$ cat config.mk
export PLATFORM = sky130hd
export DESIGN_NAME = assembly_line_to_machine_word_flat
export DESIGN_NICKNAME = d
export VERILOG_FILES = /design/src/sv/asml_pkg.sv /design/src/sv/asml_in_if.sv /design/src/sv/asml_out_if.sv /design/src/sv/asml_in_stage.sv /design/src/sv/asml_parser.sv /design/src/sv/asml_out_stage.sv /design/src/sv/assembly_line_to_machine_word.sv /design/src/flat_wrapper.sv
export SDC_FILE = /design/constraint.sdc
export NUM_CORES = 1
export LEC_CHECK = 0
export BUFFER_PORTS_ARGS = -buffer_cell sky130_fd_sc_hd__buf_2
export CAP_MARGIN = 20
export CORE_MARGIN = 1.5
export CORE_UTILIZATION = 32
export CTS_BUF_LIST = sky130_fd_sc_hd__clkbuf_4 sky130_fd_sc_hd__clkbuf_8
export CTS_CLUSTER_SIZE = 24
export DETAILED_ROUTE_END_ITERATION = 7
export GPL_ROUTABILITY_DRIVEN = 1
export PLACE_DENSITY_LB_ADDON = 0.12
export SLEW_MARGIN = 40
export SYNTH_ARGS = -nofsm -noshare
export SYNTH_HDL_FRONTEND = slang
export SYNTH_SLANG_ARGS = --single-unit
$ cat constraint.sdc
create_clock -name clk -period 9.51 [get_ports clk]
set_input_delay 1.4265 -clock clk [delete_from_list [all_inputs] [get_ports clk]]
set_output_delay 1.4265 -clock clk [all_outputs]
set_load 0.02 [all_outputs]
$ cat src/sv/asml_pkg.sv
// Shared types, character codes and mnemonic tables for the Hack line encoder.
package asml_pkg;

  // One character item as it travels from the input register to the parser
  typedef struct packed {
    logic [7:0] char_code;
    logic       is_compute_form;
    logic       last_char;
  } item_t;

  // Input register slot seen by the parser
  typedef struct packed {
    logic  valid;
    item_t item;
  } slot_t;

  // One encoded result
  typedef struct packed {
    logic [15:0] machine_word;
    logic        syntax_error;
  } result_t;

  // Parser to result register: load strobe with the word to hold
  typedef struct packed {
    logic    load;
    result_t result;
  } load_t;

  // Character codes
  localparam logic [7:0] CH_ZERO   = 8'd48;
  localparam logic [7:0] CH_NINE   = 8'd57;
  localparam logic [7:0] CH_EQUALS = 8'd61;
  localparam logic [7:0] CH_SEMI   = 8'd59;
  localparam logic [7:0] CH_LF     = 8'd10;
  localparam logic [7:0] CH_CR     = 8'd13;
  localparam logic [7:0] CH_A      = 8'd65;
  localparam logic [7:0] CH_D      = 8'd68;
  localparam logic [7:0] CH_M      = 8'd77;
  localparam logic [7:0] CH_J      = 8'd74;

  // Field geometry
  localparam logic [1:0] FIELD_MAX = 2'd3;
  localparam int         COMP_NUM  = 28;
  localparam int         JUMP_NUM  = 7;

  // Field phases
  localparam logic [1:0] PH_DEST_COMP = 2'd0;
  localparam logic [1:0] PH_COMP      = 2'd1;
  localparam logic [1:0] PH_JUMP      = 2'd2;

  // Comp mnemonics: text (first character in the top byte), length, a+c1..c6 code
  localparam logic [23:0] COMP_TEXT [COMP_NUM] = '{
    {"0", 16'h0}, {"1", 16'h0}, {"-1", 8'h0},
    {"D", 16'h0}, {"A", 16'h0}, {"M", 16'h0},
    {"!D", 8'h0}, {"!A", 8'h0}, {"!M", 8'h0},
    {"-D", 8'h0}, {"-A", 8'h0}, {"-M", 8'h0},
    "D+1", "A+1", "M+1",
    "D-1", "A-1", "M-1",
    "D+A", "D+M",
    "D-A", "D-M",
    "A-D", "M-D",
    "D&A", "D&M",
    "D|A", "D|M"
  };

  localparam logic [1:0] COMP_LEN [COMP_NUM] = '{
    2'd1, 2'd1, 2'd2,
    2'd1, 2'd1, 2'd1,
    2'd2, 2'd2, 2'd2,
    2'd2, 2'd2, 2'd2,
    2'd3, 2'd3, 2'd3,
    2'd3, 2'd3, 2'd3,
    2'd3, 2'd3, 2'd3, 2'd3, 2'd3, 2'd3, 2'd3, 2'd3, 2'd3, 2'd3
  };

  localparam logic [6:0] COMP_CODE [COMP_NUM] = '{
    7'h2A, 7'h3F, 7'h3A,
    7'h0C, 7'h30, 7'h70,
    7'h0D, 7'h31, 7'h71,
    7'h0F, 7'h33, 7'h73,
    7'h1F, 7'h37, 7'h77,
    7'h0E, 7'h32, 7'h72,
    7'h02, 7'h42,
    7'h13, 7'h53,
    7'h07, 7'h47,
    7'h00, 7'h40,
    7'h15, 7'h55
  };

  // Jump suffixes after the leading J, in code order JGT..JMP (codes 1..7)
  localparam logic [15:0] JUMP_TEXT [JUMP_NUM] = '{
    "GT", "EQ", "GE", "LT", "NE", "LE", "MP"
  };

endpackage

$ cat src/sv/asml_in_if.sv
// Character channel: valid/ready handshake carrying one line character.
interface asml_in_if;
  logic       valid;
  logic       ready;
  logic [7:0] char_code;
  logic       is_compute_form;
  logic       last_char;

  modport source (output valid, output char_code, output is_compute_form,
                  output last_char, input ready);
  modport sink   (input valid, input char_code, input is_compute_form,
                  input last_char, output ready);
endinterface

$ cat src/sv/asml_out_if.sv
// Word channel: valid/ready handshake carrying one encoded instruction.
interface asml_out_if;
  logic        valid;
  logic        ready;
  logic [15:0] machine_word;
  logic        syntax_error;

  modport source (output valid, output machine_word, output syntax_error, input ready);
  modport sink   (input valid, input machine_word, input syntax_error, output ready);
endinterface

$ cat src/sv/asml_in_stage.sv
// Input register: captures one character request and holds it until the parser takes it.
module asml_in_stage (
  input  logic                clk,
  input  logic                rst,
  asml_in_if.sink             chars,
  input  logic                advance,
  output asml_pkg::slot_t     slot
);

  logic               valid;
  asml_pkg::item_t    item;

  // Accept when empty or when the held request moves on this cycle
  assign chars.ready = !valid || advance;

  // Control: slot occupancy
  always_ff @(posedge clk) begin
    if (rst) begin
      valid <= 1'b0;
    end else if (chars.ready) begin
      valid <= chars.valid;
    end
  end

  // Payload: capture on acceptance
  always_ff @(posedge clk) begin
    if (chars.valid && chars.ready) begin
      item.char_code       <= chars.char_code;
      item.is_compute_form <= chars.is_compute_form;
      item.last_char       <= chars.last_char;
    end
  end

  assign slot.valid = valid;
  assign slot.item  = item;

endmodule

$ cat src/sv/asml_parser.sv
// Line parser: folds each character into the line state and encodes the word on the last one.
module asml_parser (
  input  logic               clk,
  input  logic               rst,
  input  asml_pkg::slot_t    slot,
  input  logic               out_free,
  output logic               advance,
  output asml_pkg::load_t    load
);

  // Line state
  logic             started;          // a non line-end character has been seen
  logic [1:0]       field_phase;
  logic [14:0]      decimal_accumulator;
  logic [2:0]       dest_bits;
  logic             seen_equals;
  logic             seen_semicolon;
  logic [2:0][7:0]  comp_chars;
  logic [1:0]       comp_count;
  logic [2:0][7:0]  jump_chars;
  logic [1:0]       jump_count;
  logic             error_seen;

  logic             started_next;
  logic [1:0]       field_phase_next;
  logic [14:0]      decimal_accumulator_next;
  logic [2:0]       dest_bits_next;
  logic             seen_equals_next;
  logic             seen_semicolon_next;
  logic [2:0][7:0]  comp_chars_next;
  logic [1:0]       comp_count_next;
  logic [2:0][7:0]  jump_chars_next;
  logic [1:0]       jump_count_next;
  logic             error_seen_next;

  logic [7:0]       ch;
  logic             take;
  logic             is_digit;
  logic [14:0]      acc_times_ten;
  logic [3:0]       digit;
  logic [3:0]       dest_enc;
  logic [7:0]       comp_enc;
  logic [3:0]       jump_enc;

  // Dest field: any mix of A, D, M; empty or other characters are bad. Returns {bad, bits}.
  function automatic logic [3:0] enc_dest(input logic [2:0][7:0] chr, input logic [1:0] cnt);
    logic       bad;
    logic [2:0] bits;
    bad  = (cnt == 2'd0);
    bits = 3'b000;
    for (int i = 0; i < 3; i++) begin
      if (2'(i) < cnt) begin
        if (chr[i] == asml_pkg::CH_A) begin
          bits[2] = 1'b1;
        end else if (chr[i] == asml_pkg::CH_D) begin
          bits[1] = 1'b1;
        end else if (chr[i] == asml_pkg::CH_M) begin
          bits[0] = 1'b1;
        end else begin
          bad = 1'b1;
        end
      end
    end
    return bad ? 4'b1000 : {1'b0, bits};
  endfunction

  // Comp field: exact match against the mnemonic table. Returns {bad, code}.
  function automatic logic [7:0] enc_comp(input logic [2:0][7:0] chr, input logic [1:0] cnt);
    logic       found;
    logic [6:0] code;
    logic [1:0] len;
    found = 1'b0;
    code  = 7'd0;
    for (int k = 0; k < asml_pkg::COMP_NUM; k++) begin
      len = asml_pkg::COMP_LEN[k];
      if ((len == cnt) &&
          (chr[0] == asml_pkg::COMP_TEXT[k][23:16]) &&
          (len < 2'd2 || chr[1] == asml_pkg::COMP_TEXT[k][15:8]) &&
          (len < 2'd3 || chr[2] == asml_pkg::COMP_TEXT[k][7:0])) begin
        found = 1'b1;
        code  = code | asml_pkg::COMP_CODE[k];
      end
    end
    return {!found, code};
  endfunction

  // Jump field: J followed by one of the seven suffixes. Returns {bad, bits}.
  function automatic logic [3:0] enc_jump(input logic [2:0][7:0] chr, input logic [1:0] cnt);
    logic       found;
    logic [2:0] bits;
    found = 1'b0;
    bits  = 3'd0;
    for (int k = 0; k < asml_pkg::JUMP_NUM; k++) begin
      if (cnt == asml_pkg::FIELD_MAX && chr[0] == asml_pkg::CH_J &&
          chr[1] == asml_pkg::JUMP_TEXT[k][15:8] && chr[2] == asml_pkg::JUMP_TEXT[k][7:0]) begin
        found = 1'b1;
        bits  = bits | 3'(k + 1);
      end
    end
    return {!found, bits};
  endfunction

  assign ch   = slot.item.char_code;
  // A non-last request always retires; the last one needs room in the result register
  assign advance = !slot.item.last_char || out_free;
  assign take    = slot.valid && advance;

  assign is_digit      = (ch >= asml_pkg::CH_ZERO) && (ch <= asml_pkg::CH_NINE);
  assign digit         = 4'(ch - asml_pkg::CH_ZERO);
  assign acc_times_ten = {decimal_accumulator[11:0], 3'b000} +
                         {decimal_accumulator[13:0], 1'b0};
  assign dest_enc      = enc_dest(comp_chars, comp_count);

  // Fold the current character into the line state
  always_comb begin
    started_next             = started;
    field_phase_next         = field_phase;
    decimal_accumulator_next = decimal_accumulator;
    dest_bits_next           = dest_bits;
    seen_equals_next         = seen_equals;
    seen_semicolon_next      = seen_semicolon;
    comp_chars_next          = comp_chars;
    comp_count_next          = comp_count;
    jump_chars_next          = jump_chars;
    jump_count_next          = jump_count;
    error_seen_next          = error_seen;

    if (ch != asml_pkg::CH_LF && ch != asml_pkg::CH_CR) begin
      started_next = 1'b1;
      if (!slot.item.is_compute_form) begin
        // Address form: skip the leading character, then decimal digits
        if (started) begin
          if (is_digit) begin
            decimal_accumulator_next = acc_times_ten + {11'd0, digit};
          end else begin
            error_seen_next = 1'b1;
          end
        end
      end else if (ch == asml_pkg::CH_EQUALS) begin
        // Close the dest field and restart the comp buffer
        if (field_phase == asml_pkg::PH_DEST_COMP && !seen_equals && !seen_semicolon) begin
          dest_bits_next   = dest_enc[2:0];
          error_seen_next  = error_seen | dest_enc[3];
          seen_equals_next = 1'b1;
          comp_chars_next  = '0;
          comp_count_next  = 2'd0;
          field_phase_next = asml_pkg::PH_COMP;
        end else begin
          error_seen_next = 1'b1;
        end
      end else if (ch == asml_pkg::CH_SEMI) begin
        if (!seen_semicolon) begin
          seen_semicolon_next = 1'b1;
          field_phase_next    = asml_pkg::PH_JUMP;
        end else begin
          error_seen_next = 1'b1;
        end
      end else if (field_phase == asml_pkg::PH_JUMP) begin
        // Over-long field: poison the buffer
        if (jump_count == asml_pkg::FIELD_MAX) begin
          jump_chars_next = '0;
          error_seen_next = 1'b1;
        end else begin
          jump_chars_next[jump_count] = ch;
          jump_count_next             = jump_count + 2'd1;
        end
      end else begin
        if (comp_count == asml_pkg::FIELD_MAX) begin
          comp_chars_next = '0;
          error_seen_next = 1'b1;
        end else begin
          comp_chars_next[comp_count] = ch;
          comp_count_next             = comp_count + 2'd1;
        end
      end
    end
  end

  // Encode the finished line from the updated state
  assign comp_enc = enc_comp(comp_chars_next, comp_count_next);
  assign jump_enc = seen_semicolon_next ? enc_jump(jump_chars_next, jump_count_next) : 4'd0;

  always_comb begin
    load.load = take && slot.item.last_char;
    if (!slot.item.is_compute_form) begin
      load.result.machine_word = error_seen_next ? 16'd0 : {1'b0, decimal_accumulator_next};
      load.result.syntax_error = error_seen_next;
    end else begin
      load.result.machine_word = {3'b111, comp_enc[6:0], dest_bits_next, jump_enc[2:0]};
      load.result.syntax_error = error_seen_next | comp_enc[7] | jump_enc[3];
    end
  end

  // Advance the line state; clear it once the word is handed on
  always_ff @(posedge clk) begin
    if (rst || (take && slot.item.last_char)) begin
      started             <= 1'b0;
      field_phase         <= asml_pkg::PH_DEST_COMP;
      decimal_accumulator <= 15'd0;
      dest_bits           <= 3'd0;
      seen_equals         <= 1'b0;
      seen_semicolon      <= 1'b0;
      comp_chars          <= '0;
      comp_count          <= 2'd0;
      jump_chars          <= '0;
      jump_count          <= 2'd0;
      error_seen          <= 1'b0;
    end else if (take) begin
      started             <= started_next;
      field_phase         <= field_phase_next;
      decimal_accumulator <= decimal_accumulator_next;
      dest_bits           <= dest_bits_next;
      seen_equals         <= seen_equals_next;
      seen_semicolon      <= seen_semicolon_next;
      comp_chars          <= comp_chars_next;
      comp_count          <= comp_count_next;
      jump_chars          <= jump_chars_next;
      jump_count          <= jump_count_next;
      error_seen          <= error_seen_next;
    end
  end

`ifndef NO_ASSERTIONS
  a_load_needs_last: assert property (@(posedge clk) disable iff (rst)
    load.load |-> (slot.valid && slot.item.last_char && out_free))
    else $error("word loaded without a held last character");

  a_clear_after_word: assert property (@(posedge clk) disable iff (rst)
    load.load |=> (!started && !error_seen && comp_count == 2'd0 && jump_count == 2'd0))
    else $error("line state not cleared after a word");

  a_semi_phase: assert property (@(posedge clk) disable iff (rst)
    seen_semicolon == (field_phase == asml_pkg::PH_JUMP))
    else $error("jump phase and semicolon flag disagree");

  a_equals_phase: assert property (@(posedge clk) disable iff (rst)
    seen_equals |-> (field_phase != asml_pkg::PH_DEST_COMP))
    else $error("dest phase after an equals sign");
`endif

endmodule

$ cat src/sv/asml_out_stage.sv
// Result register: holds one encoded word until the sink takes it.
module asml_out_stage (
  input  logic              clk,
  input  logic              rst,
  input  asml_pkg::load_t   load,
  output logic              out_free,
  asml_out_if.source        words
);

  logic              valid;
  asml_pkg::result_t result;

  assign out_free = !valid || words.ready;

  // Control: occupancy
  always_ff @(posedge clk) begin
    if (rst) begin
      valid <= 1'b0;
    end else if (load.load) begin
      valid <= 1'b1;
    end else if (words.ready) begin
      valid <= 1'b0;
    end
  end

  // Payload: capture the new word
  always_ff @(posedge clk) begin
    if (load.load) begin
      result <= load.result;
    end
  end

  assign words.valid        = valid;
  assign words.machine_word = result.machine_word;
  assign words.syntax_error = result.syntax_error;

`ifndef NO_ASSERTIONS
  a_no_overwrite: assert property (@(posedge clk) disable iff (rst)
    load.load |-> (!valid || words.ready))
    else $error("held word overwritten before it was taken");
`endif

endmodule

$ cat src/sv/assembly_line_to_machine_word.sv
// Hack line encoder: one character request per cycle in, one instruction word per line out.
// Output path: the last character is held in the input register, then parsed and encoded
// into the result register, which offers the word; the load waits while that register
// still holds an untaken word.
// Throughput: one character per cycle; only a last character waits, and only while the
// result register still holds a word that the sink has not taken.
// Reset (synchronous, rst high) empties both registers and clears the line state.
module assembly_line_to_machine_word (
  input  logic        clk,
  input  logic        rst,
  asml_in_if.sink     chars,
  asml_out_if.source  words
);

  asml_pkg::slot_t slot;
  asml_pkg::load_t load;
  logic            advance;
  logic            out_free;

  asml_in_stage u_in_stage (
    .clk     (clk),
    .rst     (rst),
    .chars   (chars),
    .advance (advance),
    .slot    (slot)
  );

  asml_parser u_parser (
    .clk      (clk),
    .rst      (rst),
    .slot     (slot),
    .out_free (out_free),
    .advance  (advance),
    .load     (load)
  );

  asml_out_stage u_out_stage (
    .clk      (clk),
    .rst      (rst),
    .load     (load),
    .out_free (out_free),
    .words    (words)
  );

endmodule

$ cat src/flat_wrapper.sv
// flat-port wrapper written by rule: the top's interface ports become plain ports
module assembly_line_to_machine_word_flat 
  (clk, rst, chars_valid, chars_char_code, chars_is_compute_form, chars_last_char, chars_ready, words_valid, words_machine_word, words_syntax_error, words_ready);
  asml_in_if chars_i ();
  asml_out_if words_i ();
  input  logic clk;
  input  logic rst;
  input wire logic [$bits(chars_i.valid)-1:0] chars_valid;
  input wire logic [$bits(chars_i.char_code)-1:0] chars_char_code;
  input wire logic [$bits(chars_i.is_compute_form)-1:0] chars_is_compute_form;
  input wire logic [$bits(chars_i.last_char)-1:0] chars_last_char;
  output wire logic [$bits(chars_i.ready)-1:0] chars_ready;
  output wire logic [$bits(words_i.valid)-1:0] words_valid;
  output wire logic [$bits(words_i.machine_word)-1:0] words_machine_word;
  output wire logic [$bits(words_i.syntax_error)-1:0] words_syntax_error;
  input wire logic [$bits(words_i.ready)-1:0] words_ready;
  assign chars_i.valid = chars_valid;
  assign chars_i.char_code = chars_char_code;
  assign chars_i.is_compute_form = chars_is_compute_form;
  assign chars_i.last_char = chars_last_char;
  assign chars_ready = chars_i.ready;
  assign words_valid = words_i.valid;
  assign words_machine_word = words_i.machine_word;
  assign words_syntax_error = words_i.syntax_error;
  assign words_i.ready = words_ready;
  assembly_line_to_machine_word u_core (.clk(clk), .rst(rst), .chars(chars_i), .words(words_i));
endmodule
==> flow_metrics.env, run 1 <==
export IMPL_worstPathRequired_ps=9670
export IMPL_rsz0062_at_grt="false"
export IMPL_coreArea_mm2=0.0220
export IMPL_cts_setup_buffers=0
export IMPL_cp_start_kind="flop"
export IMPL_drtIter0Drc=647
export IMPL_sw_frac_of_total_pct=30.5
export IMPL_synth_cell_types=81
export IMPL_synth_area_mm2=0.00721
export IMPL_setup_tns_ps=0
export IMPL_slew_headroom_pct=42.2
export IMPL_grt_ovfl_total=0
export IMPL_cts_buffers=9
export IMPL_violations="design-rule violations"
export IMPL_yosysSeqAreaShare_pct=32.9
export IMPL_synth_simple_area_share_pct=26.8
export IMPL_period_share_pct=49.5
export IMPL_final_nets=944
export IMPL_grt_pass1_vias=6778
export IMPL_fp_row_count=54
export IMPL_synth_seq_cells=105
export IMPL_drt_met1_wl_um=11700
export IMPL_mostFrequentLayoutCell="nor2_1"
export IMPL_layout_cells_non_filler=1189
export IMPL_synthCells=920
export IMPL_grt_max_degree=67
export IMPL_final_hold_viol_count=0
export IMPL_setup_viol=0
export IMPL_critPathMaxFanout=15
export IMPL_tritoncts="yes"
export IMPL_syn_area_per_cell_um2=7.83
export IMPL_synth_mux_area_share_pct=2.24
export IMPL_cts_resized=0
export IMPL_ys_flop_type="dfxtp_1"
export IMPL_ys_async_sr_fraction_pct=0
export IMPL_gp_congestion=0.899
export IMPL_worst_pin_slew_ps=867
export IMPL_fillers=2320
export IMPL_cts_sinks=105
export IMPL_pwr_share_seq_pct=55.8
export IMPL_vias_per_cell=5.97
export IMPL_area_growth_pct=7.80
export IMPL_portBuffers=32
export IMPL_synth_top_area_share_pct=21.7
export IMPL_dp_cells=1173
export IMPL_power_switching_uw=262
export IMPL_fin_crit_ps=4700
export IMPL_ys_top_cells_by_area="dfxtp_1 22%, edfxtp_1 11%, nor2_1 6.8%"
export IMPL_die_y_um=153
export IMPL_endpoint_kind="flop"
export IMPL_routed_wl_um=25300
export IMPL_synth_compound_area_share_pct=27.0
export IMPL_intPower_uw=598
export IMPL_layout_drive_gt1_share_pct=9.24
export IMPL_ys_warn_count=0
export IMPL_cellLeakagePower_nw=2.61
export IMPL_postCtsHoldBufs=0
export IMPL_root_buffer="clkbuf_8"
export IMPL_antenna_cells=0
export IMPL_clock_latency_ps=410
export IMPL_fmax_mhz=213
export IMPL_comb_power_share_pct=11.7
export IMPL_ir_drop_mv=0.0585
export IMPL_final_cell_mix="130 x nor2_1, 77 x dfxtp_1, 69 x nand2_1"
export IMPL_hpwl_um=18300
export IMPL_crit_arrival_ps=4860
export IMPL_die_width_um=153
export IMPL_dr_wl_met3_um=1470
export IMPL_finalMaxSlewViolations=0
export IMPL_whs_ps=477
export IMPL_synth_top_family_by_area="compound AO/OA/AOI/OAI gates"
export IMPL_maxCapViolCount=0
export IMPL_firstDrtPassIters=7
export IMPL_clock_power_share_pct=32.5
export IMPL_initial_core_util_pct=32.8
export IMPL_cts_reportedPaths_clkPinSlew_ps=120
export IMPL_clockBufferDepth=2
export IMPL_worst_r2r_path_depth=10
export IMPL_synth_nets=960
export IMPL_finClkSkew_ps=24.8
export IMPL_powerDensity_mw_per_mm2=111
export IMPL_cts_htree_levels=3
export IMPL_met2_length_um=11300
export IMPL_synth_xor_area_share_pct=1.34
export IMPL_layout_area_seq_mm2=0.00237
export IMPL_holdPathStages=2
export IMPL_route_top_layer_used="met4"
export IMPL_synth_edf_count=27
export IMPL_synth_fa_ha_area_share_pct=4.72
export IMPL_synth_largest_area_cell="dfxtp_1"
export IMPL_hp_class="flop to flop"
export IMPL_ios=33
export IMPL_ant_nets=0
export IMPL_p_total_uw=861
export IMPL_via_count=7103
export IMPL_crit_type="flop to flop"
export IMPL_antenna_found_initial=0
export IMPL_drc=4
export IMPL_status="finished, violations left"
export IMPL_multi_input_area_mm2=0.00454
export IMPL_dieArea_mm2=0.0234
export IMPL_wire_per_inst_um=21.3
export IMPL_grt_usage_pct=21.9
export IMPL_grt_pass1_wl_um=40000
==> cell usage after synthesis (22+ instances only) <==
cell type and number:
ha_1 24, nor3_1 25, a21oi_1 51, nand2_1 69, edfxtp_1 27, nand3_1 49, inv_1 22, a22oi_1 56
o21ai_0 49, dfxtp_1 78, clkbuf_1 55, nor2_1 131
==> metal layers <==
layer	track usage, %	vias up
li1	-	3423
met1	30.0	3375
met2	33.6	250
met3	3.80	55
met4	9.99	0
met5	0	-
==> layout make-up <==
cell class	count	area share, %
Clock buffer	11	1.79
Clock inverter	5	0.515
Inverter	22	1.06
Multi-Input combinational cell	725	58.4
Sequential cell	105	30.6
Tap cell	280	4.51
Timing Repair Buffer	41	3.19
==> flip-flops by register name (all words and copies together), names as in the netlist <==
| register | count |
|---|---|
| u_core.u_out_stage.words.syntax_error | 1 |
| u_core.u_parser.comp_count | 2 |
| u_core.u_parser.started | 1 |
| u_core.u_parser.decimal_accumulator | 15 |
| u_core.u_parser.field_phase | 2 |
| u_core.u_out_stage.words.machine_word | 16 |
| u_core.u_parser.comp_chars | 24 |
| u_core.u_in_stage.slot | 10 |
| u_core.u_out_stage.words.valid | 1 |
| u_core.u_parser.dest_bits | 3 |
| u_core.u_in_stage.valid | 1 |
| u_core.u_parser.error_seen | 1 |
| u_core.u_parser.seen_equals | 1 |
| u_core.u_parser.seen_semicolon | 1 |
| u_core.u_parser.jump_count | 2 |
| u_core.u_parser.jump_chars | 24 |
==> per-stage QoR <==
stage | util [%] | setup slack (ps) | cell area [um^2]
2_1_floorplan | - | 6000 | 7210
3_3_place_gp | 34.2 | 4860 | 7520
3_5_place_dp | 34.5 | 4840 | 7580
4_1_cts | 35.3 | 4840 | 7750
5_1_grt | 35.4 | 4490 | 7770
6_report | 35.4 | 4810 | 7770
==> power by group through the flow <==
stage / sequential (mW) / clock, mW / combinational, mW
2_1_floorplan: 0.482 / 0 / 0.0698
3_3_place_gp: 0.489 / 0 / 0.0988
3_5_place_dp: 0.490 / 0 / 0.0993
4_1_cts: 0.480 / 0.290 / 0.0997
5_1_grt: 0.481 / 0.307 / 0.110
6_report: 0.480 / 0.280 / 0.101
==> final timing paths <==
path / slack, ps / startpoint / endpoint
worst max-delay path: 4810 / u_core.u_in_stage.slot[6] / u_core.u_out_stage.words.syntax_error
worst min register to register: 480 / u_core.u_parser.started / u_core.u_parser.started
worst max register to register: 4810 / u_core.u_in_stage.slot[6] / u_core.u_out_stage.words.syntax_error
worst min-delay path: 480 / u_core.u_parser.started / u_core.u_parser.started
==> kinds of logic after synthesis <==
kind of cell / count (synthesis)
and+or+nand+nor: 387
DFF: 105
xor gates and xnor gates: 11
buffers and inverters: 90
muxes: 16
adders and majority gates: 26
AOI/OAI and AO/OA: 285
==> critical path, cell delays in order (launching register included) <==
cell and delay (ps):
edfxtp_1 740, nor4bb_2 770, nand2_1 580, and3_1 350, a221oi_1 370, nand2b_1 170
nor3_2 540, nand2_1 240, a211oi_2 240, nor3_1 110, a221o_1 350
(Power assumes the default switching activity.)
==> run 2, diff against run 1 <==
clock period = 4.9 ns   (was 9.51 ns; I/O delays follow)
==> run 2 against run 1 <==
The run still ends with design-rule violations left; setup slack worse by 4200 ps; final area up 2.5%; register-to-register slack worse by 4200 ps; die area unchanged; largest cell class unchanged.
==> flow_metrics.env, run 2 (synthesis gave the netlist of run 1 again) <==
export IMPL_status="finished, violations left"
export IMPL_violations="design-rule violations"
export IMPL_cts_htree_levels=3
export IMPL_hp_class="input pin to flop"
export IMPL_via_count=7221
export IMPL_setup_ws_ps=627
export IMPL_drc=4
export IMPL_critPathMaxFanout=13
export IMPL_firstDrtPassIters=8
export IMPL_cpMostUsedCell="nor3_1"
export IMPL_die_y_um=153
export IMPL_die_width_um=153
export IMPL_cpMaxStageDelayCell="edfxtp_1"
export IMPL_cts_reportedPaths_clkPinSlew_ps=120
export IMPL_drtIter0Drc=831
export IMPL_dp_cells=1198
export IMPL_grt_usage_pct=21.9
export IMPL_slew_headroom_pct=47.2
export IMPL_tritoncts="yes"
export IMPL_vias_per_cell=5.94
export IMPL_initial_core_util_pct=32.8
export IMPL_fin_crit_ps=4270
export IMPL_routed_wl_um=25700
export IMPL_gp_congestion=0.964
export IMPL_worst_pin_slew_ps=793
export IMPL_endpoint_kind="flop"
export IMPL_ir_drop_mv=0.143
export IMPL_worstPathRequired_ps=5080
export IMPL_multi_input_area_mm2=0.00450
export IMPL_antenna_found_initial=0
export IMPL_crit_chain="or3b_2 > or4_4 > a311o_1 > a32oi_1 > nand4bb_1 > nor3_1 > nand4_1 > nand3_1 > nor3_1 > a221o_1"
export IMPL_cp_start_kind="flop"
export IMPL_powerDensity_mw_per_mm2=220
export IMPL_final_hold_viol_count=0
export IMPL_postCtsHoldBufs=0
export IMPL_period_share_pct=87.2
export IMPL_cts_sinks=105
export IMPL_grt_max_degree=37
export IMPL_setup_viol=0
export IMPL_final_cell_mix="130 x nor2_1, 78 x dfxtp_1, 69 x nand2_1"
export IMPL_pre_cts_ws_ps=705
export IMPL_ant_nets=0
export IMPL_root_buffer="clkbuf_8"
export IMPL_layout_cells_non_filler=1215
export IMPL_grt_ovfl_total=0
export IMPL_setup_tns_ps=0
export IMPL_antenna_cells=0
export IMPL_area_growth_pct=10.5
export IMPL_cts_resized=0
export IMPL_final_nets=970
export IMPL_wire_per_inst_um=21.2
export IMPL_clock_latency_ps=420
export IMPL_cts_setup_buffers=0
export IMPL_crit_type="flop to flop"
export IMPL_maxCapViolCount=0
export IMPL_mostFrequentLayoutCell="nor2_1"
export IMPL_rsz0062_at_grt="false"
export IMPL_dpl_cell_area_mm2=0.00775
export IMPL_portBuffers=32
export IMPL_finClkSkew_ps=20.6
export IMPL_dieArea_mm2=0.0234
export IMPL_slowest_delay_ps=750
export IMPL_final_area_mm2=0.00796
export IMPL_grt_pass1_wl_um=39800
export IMPL_fillers=2339
export IMPL_coreArea_mm2=0.0220
export IMPL_fp_row_count=54
export IMPL_ios=33
export IMPL_layout_drive_gt1_share_pct=11.0
export IMPL_cts_buffers=9
export IMPL_fmax_mhz=234
export IMPL_finalMaxSlewViolations=0
export IMPL_clockBufferDepth=2
export IMPL_hpwl_um=18700
export IMPL_crit_arrival_ps=4450
export IMPL_grt_pass1_vias=6704
export IMPL_layout_area_seq_mm2=0.00237
export IMPL_cellLeakagePower_nw=2.75
-- run 2: cell types whose count changed in the layout (fill, tap and decap cells not counted), moves of 2 or more --
| cell | change |
|---|---|
| buf_4 | +24 |
| clkinv_4 | -2 |
| inv_8 | +2 |
| nor4b_1 | +2 |
| nor4b_2 | -2 |
-- run 2: power by group --
group          internal (mW)  leakage, nW  total, mW  switching [mW]
clock                  0.251        0.108      0.609           0.358
sequential             0.903        0.882      0.928          0.0256
combinational         0.0658         1.76      0.213           0.147
-- run 2: path summary, 6_finish.rpt --
check | from | endpoint | slack (ps) | depth (start not counted)
setup / recovery | u_core.u_in_stage.slot[7] | u_core.u_out_stage.words.syntax_error | 630 | 10
hold / removal | chars_is_compute_form | u_core.u_in_stage.slot[1] | 480 | 1
setup reg to reg | u_core.u_in_stage.slot[7] | u_core.u_out_stage.words.syntax_error | 630 | 10
hold reg to reg | u_core.u_parser.started | u_core.u_parser.started | 490 | 2
-- run 2: stage by stage --
step                total power [mW]  hold WS (ps)  utilization, %
floorplan                       1.07           429               -
global placement                1.15           443            35.1
detailed placement              1.16           461            35.3
CTS                             1.76           470            36.2
global route                    1.81           472            36.3
finish                          1.75           484            36.3
-- run 2: per-layer routing --
layer | vias up | track usage, % | share of wire [%]
li1 | 3470 | - | -
met1 | 3450 | 30.5 | 47
met2 | 257 | 34.8 | 45
met3 | 44 | 2.27 | 5.0
met4 | 0 | 8.40 | 2.8
met5 | - | 0 | 0
-- run 2: area by class of cell --
cell class / instances / area share (%)
clock buffers: 10 / 1.65
clock inverters: 6 / 0.911
inverters: 22 / 1.04
multi-input cells: 725 / 56.5
flip-flops and latches: 105 / 29.8
well taps: 280 / 4.40
repair buffers: 67 / 5.70
-- run 2: worst max-delay path: cells and delay by family (launching register included) --
family / cells / cell delay (ps)
compound gates: 3 / 1230
flops: 1 / 750
simple gates: 7 / 2040
==> run 3, diff against run 2 <==
GPL_TIMING_DRIVEN = 0   (was not set)
RECOVER_POWER = 25   (was not set)
==> run 3 against run 2 <==
The flow still finishes with violations (design-rule violations); flip-flop and latch count unchanged; first-iteration DRC count down 16%; critical path depth up 2; maximum frequency down 7.5%; via count up 3.7%; final area down 0.13%; global-route usage up 1.6 points; die area unchanged; register-to-register slack worse by 350 ps; core utilization about the same; combinational power up 8%; sequential share of layout area about the same; largest power group unchanged.
==> flow_metrics.env, run 3 (synthesis gave the netlist of run 1 again) <==
export IMPL_grt_usage_pct=23.5
export IMPL_dpl_cell_area_mm2=0.00774
export IMPL_clockBufferDepth=2
export IMPL_clock_latency_ps=400
export IMPL_crit_arrival_ps=4780
export IMPL_crit_type="flop to flop"
export IMPL_initial_core_util_pct=32.8
export IMPL_ios=33
export IMPL_crit_family="simple AND/OR/NAND/NOR gates"
export IMPL_root_buffer="clkbuf_8"
export IMPL_antenna_cells=0
export IMPL_drc=4
export IMPL_antenna_found_initial=0
export IMPL_cpMostUsedCell="nor3_1"
export IMPL_grt_max_degree=20
export IMPL_cp_start_kind="flop"
export IMPL_fmax_mhz=216
export IMPL_area_growth_pct=10.4
export IMPL_setup_viol=0
export IMPL_firstDrtPassIters=7
export IMPL_cts_sinks=105
export IMPL_cp_num_buf_inv=2
export IMPL_coreArea_mm2=0.0220
export IMPL_postCtsHoldBufs=0
export IMPL_cpMaxStageDelayCell="nor3_1"
export IMPL_slowest_delay_ps=670
export IMPL_whs_ps=472
export IMPL_setup_ws_ps=278
export IMPL_grt_pass1_wl_um=42400
export IMPL_finClkSkew_ps=17.8
export IMPL_final_hold_viol_count=0
export IMPL_cts_setup_buffers=0
export IMPL_grt_pass1_vias=7128
export IMPL_cts_resized=0
export IMPL_cts_reportedPaths_clkPinSlew_ps=110
export IMPL_slew_headroom_pct=34.6
export IMPL_cts_buffers=9
export IMPL_endpoint_kind="flop"
export IMPL_crit_chain="clkbuf_1 > nor3_2 > o2111a_1 > buf_2 > nor3_1 > nand3_1 > o22ai_1 > nor3_1 > o211ai_1 > o22a_1 > nor4b_1 > nor2_1"
export IMPL_routed_wl_um=27600
export IMPL_wire_per_inst_um=22.1
export IMPL_drtIter0Drc=694
export IMPL_worstPathRequired_ps=5060
export IMPL_cts_htree_levels=3
export IMPL_rsz0062_at_grt="false"
export IMPL_ant_nets=0
export IMPL_die_y_um=153
export IMPL_pre_cts_ws_ps=336
export IMPL_final_area_mm2=0.00795
export IMPL_final_nets=1003
export IMPL_fillers=2352
export IMPL_p_total_mw=1.80
export IMPL_cellLeakagePower_nw=2.64
export IMPL_status="finished, violations left"
export IMPL_mostFrequentLayoutCell="nor2_1"
export IMPL_dieArea_mm2=0.0234
export IMPL_violations="design-rule violations"
export IMPL_ir_drop_mv=0.125
export IMPL_die_width_um=153
export IMPL_grt_ovfl_total=0
export IMPL_final_cell_mix="131 x nor2_1, 78 x dfxtp_1, 73 x clkbuf_1"
export IMPL_gp_congestion=0.959
export IMPL_vias_per_cell=6.00
export IMPL_critPathMaxFanout=10
export IMPL_finalMaxSlewViolations=0
export IMPL_portBuffers=32
export IMPL_layout_drive_gt1_share_pct=6.20
export IMPL_hp_class="flop to flop"
export IMPL_maxCapViolCount=0
export IMPL_hpwl_um=20600
export IMPL_powerDensity_mw_per_mm2=226
export IMPL_period_share_pct=94.3
export IMPL_fin_crit_ps=4620
export IMPL_worst_pin_slew_ps=981
export IMPL_tritoncts="yes"
export IMPL_fp_row_count=54
export IMPL_via_count=7486
[run 3: area by class of cell]
class                      instances  area (um^2)  share of cell area, %
multi-input combinational        725         4500                   56.6
clock buffer                       9          124                   1.56
sequential                       105         2370                   29.8
timing repair buffer              32          138                   1.73
tap                              280          350                   4.40
inverter                          22         82.6                   1.04
buffer                            68          274                   3.45
clock inverter                     7          111                   1.40
[run 3: power breakdown]
| part | leakage, nW | switching [mW] | internal [mW] | total [mW] |
|---|---|---|---|---|
| logic | 1.64 | 0.172 | 0.0588 | 0.231 |
| registers | 0.882 | 0.0117 | 0.903 | 0.914 |
| clock network | 0.118 | 0.352 | 0.299 | 0.651 |
| total | 2.64 | 0.536 | 1.26 | 1.80 |
[run 3: worst paths after layout]
path	from	end	slack (ps)	cells past startpoint
setup reg to reg	u_core.u_in_stage.slot[9]	u_core.u_out_stage.words.machine_word[7]	280	12
setup / recovery	u_core.u_in_stage.slot[9]	u_core.u_out_stage.words.machine_word[7]	280	12
hold reg to reg	u_core.u_parser.started	u_core.u_parser.started	470	2
hold / removal	u_core.u_parser.started	u_core.u_parser.started	470	2
[run 3: metrics by stage]
step / utilization, % / TNS [ps] / std cells
global placement: 35.1 / -213 / 1232
detailed placement: 35.2 / 0 / 1232
global route: 36.2 / 0 / 1248
finish: 36.2 / 0 / 1248
floorplan: - / 0 / 920
CTS: 36.3 / 0 / 1248
[run 3: per-layer routing]
metal / part of all wire, % / GRT usage [%]
met2: 45 / 37.6
met1: 45 / 31.3
met4: 3.3 / 9.57
met5: 0 / 0
met3: 6.2 / 4.22
[run 3: worst min-delay path, stage by stage (launching register included)]
cell and delay (ps):
dfxtp_1 340, a21oi_1 40, nor2_1 70
